$ cat config.mk
export PLATFORM = sky130hd
export DESIGN_NAME = record_deque
export DESIGN_NICKNAME = d
export VERILOG_FILES = /design/src/hdl/rdq_pkg.sv /design/src/hdl/record_deque.sv /design/src/hdl/rdq_store.sv
export SDC_FILE = /design/constraint.sdc
export NUM_CORES = 2
export LEC_CHECK = 0
export BUFFER_PORTS_ARGS = -buffer_cell sky130_fd_sc_hd__buf_2
export CAP_MARGIN = 20
export CORE_MARGIN = 3
export CORE_UTILIZATION = 30
export DETAILED_ROUTE_END_ITERATION = 16
export REMOVE_ABC_BUFFERS = 1
export SLEW_MARGIN = 20
export SYNTH_ARGS = -nofsm -noshare
export SYNTH_HDL_FRONTEND = slang
export SYNTH_SLANG_ARGS = --single-unit
$ cat constraint.sdc
create_clock -name clk -period 8.5 [get_ports clk]
set_input_delay 0.85 -clock clk [delete_from_list [all_inputs] [get_ports clk]]
set_output_delay 0.85 -clock clk [all_outputs]
set_load 0.02 [all_outputs]
$ cat src/hdl/rdq_pkg.sv
// Package with the action and status codes and the record type of the record deque.
package rdq_pkg;

	localparam logic [2:0] ACT_PUSH_FRONT = 3'd0;
	localparam logic [2:0] ACT_PUSH_BACK  = 3'd1;
	localparam logic [2:0] ACT_POP_FRONT  = 3'd2;
	localparam logic [2:0] ACT_POP_BACK   = 3'd3;
	localparam logic [2:0] ACT_LIST       = 3'd4;

	localparam logic [1:0] ST_OK    = 2'd0;
	localparam logic [1:0] ST_EMPTY = 2'd1;
	localparam logic [1:0] ST_FULL  = 2'd2;

	localparam int POS_W = 6;

	typedef struct packed {
		logic [63:0] name;
		logic signed [31:0] id;
	} rec_t;

endpackage

$ cat src/hdl/record_deque.sv
// Top level of the record deque: a bounded double-ended queue of records in a ring buffer.
//
// A command word enters on the s_ side: tuser carries the action, tdata the ID number
// and the packed name. Pushes and pops answer with one word on the m_ side; a list
// answers with one word per held record, front to back, with its position, and
// tlast marks the final word of each answer. Status travels in m_tuser.
// A push is answered in the cycle after it is accepted. A pop reads the memory into
// the store's read register and is answered from there through the output register.
// A list streams one record per cycle once its first read is done, as long as the
// receiver takes them. The memory's single read port sets that pace. Input is taken
// only while no answer is in progress and the output register is free or being emptied,
// so a push may be followed by the next command in the next cycle; a pop must first
// leave the streaming state. When the receiver stalls, the answer waits in the output
// register and listing pauses with it. Reset empties the store at once; the memory needs
// no clearing because only slots that hold records are ever read.
module record_deque
	import rdq_pkg::*;
#(
	parameter int DEPTH = 32
) (
	input  logic         clk,
	input  logic         arst_n,
	input  logic         s_tvalid,
	output logic         s_tready,
	input  logic [2:0]   s_tuser,  // action
	input  logic [95:0]  s_tdata,  // id_number [31:0], name_bytes [95:32]
	output logic         m_tvalid,
	input  logic         m_tready,
	output logic [1:0]   m_tuser,  // status
	output logic [103:0] m_tdata,  // position [5:0], id_out [37:6], name_out [101:38], zero
	output logic         m_tlast
);

	localparam int IW = (DEPTH > 1) ? $clog2(DEPTH) : 1;
	localparam int CW = $clog2(DEPTH + 1);
	localparam logic S_IDLE   = 1'b0;
	localparam logic S_STREAM = 1'b1;

	function automatic logic [IW-1:0] wrap_add(input logic [IW-1:0] base,
			input logic [CW-1:0] off);
		logic [IW+1:0] s;
		s = (IW+2)'(base) + (IW+2)'(off);
		if (s >= (IW+2)'(DEPTH)) begin
			s = s - (IW+2)'(DEPTH);
		end
		return s[IW-1:0];
	endfunction

	logic          state_q;
	logic [IW-1:0] front_q;
	logic [CW-1:0] count_q;
	logic [IW-1:0] cursor_q;
	logic [CW-1:0] remain_q;
	logic          rd_valid_s1;
	logic [POS_W-1:0] pos_s1;
	logic          last_s1;

	logic          m_tvalid_q;
	logic [1:0]    status_q;
	logic [POS_W-1:0] pos_q;
	rec_t          rec_q;
	logic          last_q;

	logic          accept, out_free, is_full, is_empty, issue;
	logic [2:0]    action;
	logic [IW-1:0] front_prev;
	logic          wr_en, rd_en, load_out;
	logic [IW-1:0] wr_addr, rd_addr;
	rec_t          wr_data, rd_data;
	logic [1:0]    out_status;
	logic [POS_W-1:0] out_pos;
	rec_t          out_rec;
	logic          out_last;

	assign action     = s_tuser;
	assign out_free   = !m_tvalid_q || m_tready;
	assign s_tready   = (state_q == S_IDLE) && out_free;
	assign accept     = s_tvalid && s_tready;
	assign is_full    = count_q == CW'(DEPTH);
	assign is_empty   = count_q == '0;
	assign front_prev = (front_q == '0) ? IW'(DEPTH - 1) : front_q - IW'(1);
	assign wr_data    = rec_t'(s_tdata);
	assign issue      = (state_q == S_STREAM) && (remain_q != '0) && (!rd_valid_s1 || out_free);

	always_comb begin
		wr_en      = 1'b0;
		wr_addr    = front_prev;
		rd_en      = 1'b0;
		rd_addr    = cursor_q;
		load_out   = 1'b0;
		out_status = ST_OK;
		out_pos    = '0;
		out_rec    = '0;
		out_last   = 1'b1;
		if (state_q == S_IDLE) begin
			if (accept) begin
				unique case (action)
					ACT_PUSH_FRONT, ACT_PUSH_BACK: begin
						load_out   = 1'b1;
						out_status = is_full ? ST_FULL : ST_OK;
						wr_en      = !is_full;
						wr_addr    = (action == ACT_PUSH_FRONT) ? front_prev
							: wrap_add(front_q, count_q);
					end
					ACT_POP_FRONT, ACT_POP_BACK: begin
						if (is_empty) begin
							load_out   = 1'b1;
							out_status = ST_EMPTY;
						end else begin
							rd_en   = 1'b1;
							rd_addr = (action == ACT_POP_FRONT) ? front_q
								: wrap_add(front_q, count_q - CW'(1));
						end
					end
					ACT_LIST: begin
						if (is_empty) begin
							load_out   = 1'b1;
							out_status = ST_EMPTY;
						end else begin
							rd_en   = 1'b1;
							rd_addr = front_q;
						end
					end
					default: begin
					end
				endcase
			end
		end else begin
			if (rd_valid_s1 && out_free) begin
				load_out = 1'b1;
				out_pos  = pos_s1;
				out_rec  = rd_data;
				out_last = last_s1;
			end
			rd_en   = issue;
			rd_addr = cursor_q;
		end
	end

	rdq_store #(
		.DEPTH (DEPTH),
		.IW    (IW)
	) u_store (
		.clk     (clk),
		.wr_en   (wr_en),
		.wr_addr (wr_addr),
		.wr_data (wr_data),
		.rd_en   (rd_en),
		.rd_addr (rd_addr),
		.rd_data (rd_data)
	);

	always_ff @(posedge clk or negedge arst_n) begin
		if (!arst_n) begin
			state_q     <= S_IDLE;
			front_q     <= '0;
			count_q     <= '0;
			cursor_q    <= '0;
			remain_q    <= '0;
			rd_valid_s1 <= 1'b0;
			pos_s1      <= '0;
			last_s1     <= 1'b0;
		end else if (state_q == S_IDLE) begin
			if (accept) begin
				unique case (action)
					ACT_PUSH_FRONT: begin
						if (!is_full) begin
							front_q <= front_prev;
							count_q <= count_q + CW'(1);
						end
					end
					ACT_PUSH_BACK: begin
						if (!is_full) begin
							count_q <= count_q + CW'(1);
						end
					end
					ACT_POP_FRONT, ACT_POP_BACK: begin
						if (!is_empty) begin
							if (action == ACT_POP_FRONT) begin
								front_q <= wrap_add(front_q, CW'(1));
							end
							count_q     <= count_q - CW'(1);
							rd_valid_s1 <= 1'b1;
							pos_s1      <= '0;
							last_s1     <= 1'b1;
							remain_q    <= '0;
							state_q     <= S_STREAM;
						end
					end
					ACT_LIST: begin
						if (!is_empty) begin
							rd_valid_s1 <= 1'b1;
							pos_s1      <= POS_W'(1);
							last_s1     <= count_q == CW'(1);
							remain_q    <= count_q - CW'(1);
							cursor_q    <= wrap_add(front_q, CW'(1));
							state_q     <= S_STREAM;
						end
					end
					default: begin
					end
				endcase
			end
		end else begin
			if (issue) begin
				rd_valid_s1 <= 1'b1;
				pos_s1      <= pos_s1 + POS_W'(1);
				last_s1     <= remain_q == CW'(1);
				remain_q    <= remain_q - CW'(1);
				cursor_q    <= wrap_add(cursor_q, CW'(1));
			end else if (load_out) begin
				rd_valid_s1 <= 1'b0;
			end
			if (!issue && remain_q == '0 && (!rd_valid_s1 || load_out)) begin
				state_q <= S_IDLE;
			end
		end
	end

	always_ff @(posedge clk or negedge arst_n) begin
		if (!arst_n) begin
			m_tvalid_q <= 1'b0;
		end else if (load_out) begin
			m_tvalid_q <= 1'b1;
		end else if (m_tready) begin
			m_tvalid_q <= 1'b0;
		end
	end

	always_ff @(posedge clk) begin
		if (load_out) begin
			status_q <= out_status;
			pos_q    <= out_pos;
			rec_q    <= out_rec;
			last_q   <= out_last;
		end
	end

	assign m_tvalid = m_tvalid_q;
	assign m_tuser  = status_q;
	assign m_tdata  = {2'b00, rec_q.name, rec_q.id, pos_q};
	assign m_tlast  = last_q;

`ifndef ASSERT_OFF
	a_count_bound: assert property (@(posedge clk) disable iff (!arst_n)
		count_q <= CW'(DEPTH))
		else $error("Record count exceeds the depth.");

	a_front_bound: assert property (@(posedge clk) disable iff (!arst_n)
		front_q <= IW'(DEPTH - 1))
		else $error("Front slot lies outside the store.");

	a_idle_no_read: assert property (@(posedge clk) disable iff (!arst_n)
		state_q == S_IDLE |-> !rd_valid_s1 && remain_q == '0)
		else $error("Read pending while idle.");

	a_push_grows: assert property (@(posedge clk) disable iff (!arst_n)
		accept && (action == ACT_PUSH_FRONT || action == ACT_PUSH_BACK) && !is_full
		|=> count_q == $past(count_q) + CW'(1))
		else $error("Accepted push did not add a record.");

	a_no_overwrite: assert property (@(posedge clk) disable iff (!arst_n)
		load_out |-> out_free)
		else $error("Output register loaded while still holding a word.");
`endif

endmodule

$ cat src/hdl/rdq_store.sv
// Record store: single-port-write, single-port-read memory with a registered read.
module rdq_store
	import rdq_pkg::*;
#(
	parameter int DEPTH = 32,
	parameter int IW    = 5
) (
	input  logic          clk,
	input  logic          wr_en,
	input  logic [IW-1:0] wr_addr,
	input  rec_t          wr_data,
	input  logic          rd_en,
	input  logic [IW-1:0] rd_addr,
	output rec_t          rd_data
);

	rec_t mem [DEPTH];
	rec_t rd_data_q;

	always_ff @(posedge clk) begin
		if (wr_en) begin
			mem[wr_addr] <= wr_data;
		end
		if (rd_en) begin
			rd_data_q <= mem[rd_addr];
		end
	end

	assign rd_data = rd_data_q;

endmodule
==> results.cfg <==
[global_routing]
antenna_found_initial = 78
grt_pass1_vias = 71300
grt_max_degree = 192
gr-total-overflow = 0
grt_pass1_wl_mm = 534
grt.total_usage = 0.169

[detailed_routing]
dr.pass1.iters = 6
drc = 0
ant_nets = 0
wl_per_cell_um = 25.6
vias_per_cell = 5.15
routed_wl_mm = 381
vias = 76600
drt_iter0_drc = 10200

[synthesis]
synthTopCellsByArea = edfxtp_1 (77%), nand2_1 (7.4%), nand3_1 (3.8%)
yosysUniqueCellTypes = 63
yosysTopAreaCell = edfxtp_1
avgSynthCellArea_um2 = 14.5
synthFlopType = edfxtp_1
synth_commonest_cells = edfxtp_1 (3273), nand2_1 (2525), nand3_1 (965)
yosysWarnings = 0
ys_seq_elements = 3305
synth.most_common_cell = edfxtp_1
syn_area_um2 = 127000
synth-edff-count = 3273
async_flop_share = 0.00968
synth_cells = 8789
netlist.area_leader.share = 0.771
yosysSeqAreaShare = 0.778

[floorplanning]
die_x_um = 658
dieArea_um2 = 433000
io-pin-count = 212
die_h_um = 658
initial_core_util = 0.302
rows = 238
core_area_um2 = 422000

[clocking]
cts_tree = built
post_cts_buffers = 0
htree_levels = 5
clock-sinks = 3305
root_buffer = clkbuf_16
clk_latency_ps = 910
cts_buffer_depth = 4
cts_buffers = 328
path_clk_slew_ps = 60
cts_resized = 0
cts_hold_buf = 0

[placed_design]
place_area_um2 = 135000
place.gp.congestion = 0.751
dp.cells = 14200
hpwl_mm = 173
port_buffers = 209

[sta]
relSlewSlack = 0.231
drv_slew = 0
rsz0062_at_grt = false
fin_crit_sh = 0.605
min_period_ps = 5140
worst_slew_pin_slew_ps = 1150
clock_skew_ps = 58.5
hold_viol = 0
fmax_ghz = 0.195
setup_violations = 0
whs_ps = 57.7

[final_layout]
area_delta_synth_final_pct = 14.6
ff_latch_area_um2 = 99100
stdcell_area_um2 = 146000
finalCoreUtilization = 0.346
fin_cells = 14900
nNetsFinal = 9043
multi_input_area_um2 = 26300
drive_gt1_frac = 0.104
nFillCells = 40400

[critical_path]
max_stage_delay_ps = 830
crit_family = simple AND/OR/NAND/NOR gates
cp.required_ps = 9190
path_class = flop to flop
rrSetupSlack_ps = 3360
end_kind = flop
path_buf_inv = 1
cp_slowest_cell = buf_4
r2r-start = count_q[2]
r2r_end = u_store.rd_data[46]
worstSetupStartpointType = flop
worstPathMaxFanout = 34
arrival_ps = 5830
reg2regPathDepth = 12
path_cells = or3_1 > xnor2_1 > ha_1 > a21oi_1 > a21boi_0 > mux2i_1 > mux2i_1 > and3_1 > nand2b_4 > buf_4 > a31oi_1 > a2111oi_2
cp_common_cell = mux2i_1

[power]
power.leakage_nw = 47.7
powerDensity_nw_per_um2 = 330
power.total_mw = 48.2
ir_drop_mv = 0.313

[worst_hold_path]
hp-class = input pin to async pin

[run_status]
status = finished clean

[run]
max-cap-violations = 0
-- worst max-delay path by stage --
stage	startpoint	end	slack [ps]	depth (start not counted)
floorplan	s_tuser[1]	u_store.rd_data[93]	-31020	7
global placement	m_tready	u_store.mem[5][82]	3090	9
detailed placement	s_tuser[1]	u_store.rd_data[46]	3020	11
CTS	count_q[0]	u_store.rd_data[71]	3400	13
global route	count_q[0]	u_store.rd_data[71]	3040	13
finish	count_q[2]	u_store.rd_data[46]	3360	12
-- layout by cell type (no fill, tap or decap), types with 4 or more instances in the layout --
| cell type | synthesis | routed |
|---|---|---|
| bufinv_16 | 0 | 31 |
| dfrtp_1 | 32 | 32 |
| nand4_1 | 98 | 98 |
| nand3_1 | 965 | 965 |
| buf_4 | 14 | 81 |
| o21ai_0 | 30 | 30 |
| diode_2 | 0 | 51 |
| a22o_1 | 5 | 5 |
| clkinv_8 | 0 | 6 |
| clkinv_1 | 0 | 64 |
| inv_6 | 0 | 14 |
| buf_2 | 124 | 209 |
| a2111oi_1 | 7 | 6 |
| clkinv_2 | 0 | 63 |
| ha_1 | 18 | 18 |
| nand2b_1 | 8 | 7 |
| clkbuf_1 | 372 | 68 |
| edfxtp_1 | 3273 | 3273 |
| nand2_1 | 2525 | 2523 |
| o22ai_1 | 4 | 4 |
| and3_1 | 7 | 6 |
| nor3_1 | 8 | 8 |
| xnor2_1 | 14 | 14 |
| nor2_4 | 1 | 36 |
| and2_1 | 105 | 103 |
| clkbuf_16 | 0 | 335 |
| a2111oi_2 | 87 | 88 |
| mux2i_1 | 296 | 296 |
| a32oi_1 | 287 | 287 |
| nor2_1 | 61 | 26 |
| a211oi_1 | 5 | 5 |
| a31oi_1 | 285 | 285 |
| buf_12 | 0 | 58 |
| nor4_1 | 5 | 5 |
| xor2_1 | 12 | 12 |
| inv_1 | 14 | 12 |
| clkinvlp_4 | 0 | 8 |
| a21oi_1 | 38 | 38 |
-- stage by stage --
step | worst slack [ps] | TNS, ps
after detailed placement | 3020 | 0
after CTS | 3400 | 0
after global placement | 3090 | 0
after floorplan | -31020 | -2772720
final | 3360 | 0
after global routing | 3040 | 0
-- area by class of cell --
class                           count  share of cell area
Sequential cell                  3305               0.679
Multi-Input combinational cell   4921               0.180
Clock buffer                      403              0.0592
Tap cell                         5640              0.0483
Timing Repair Buffer              350              0.0197
Clock inverter                    190              0.0126
Antenna cell                       51            0.000874
Inverter                           14            0.000463
-- report_power, final --
part | internal (mW) | switching (mW) | total (mW)
logic | 4.13 | 10.1 | 14.2
clock network | 8.20 | 6.19 | 14.4
registers | 19.0 | 0.524 | 19.6
total | 31.4 | 16.8 | 48.2
-- state kept, by name (all words and copies together), names as in the netlist, 2 cells and up --
signal,cells
front_q,5
m_tuser,2
pos_q,6
m_tdata,96
remain_q,6
u_store.mem,3072
cursor_q,5
u_store.rd_data,96
count_q,6
pos_s1,6
-- logic make-up after synthesis --
family,synth area share
mux,0.0240
fa+ha+maj,0.00208
buf+inv,0.0184
flops,0.778
simple gates,0.127
xor+xnor,0.00179
other cells,0.0000294
compound gates,0.0497
-- metal layers --
layer | routed length (um) | track usage
met4 | 11400 | 0.0550
met1 | 158000 | 0.232
met5 | 103 | 0
met2 | 179000 | 0.271
met3 | 32300 | 0.0303
Note: power is estimated with default switching activity, not from simulation.
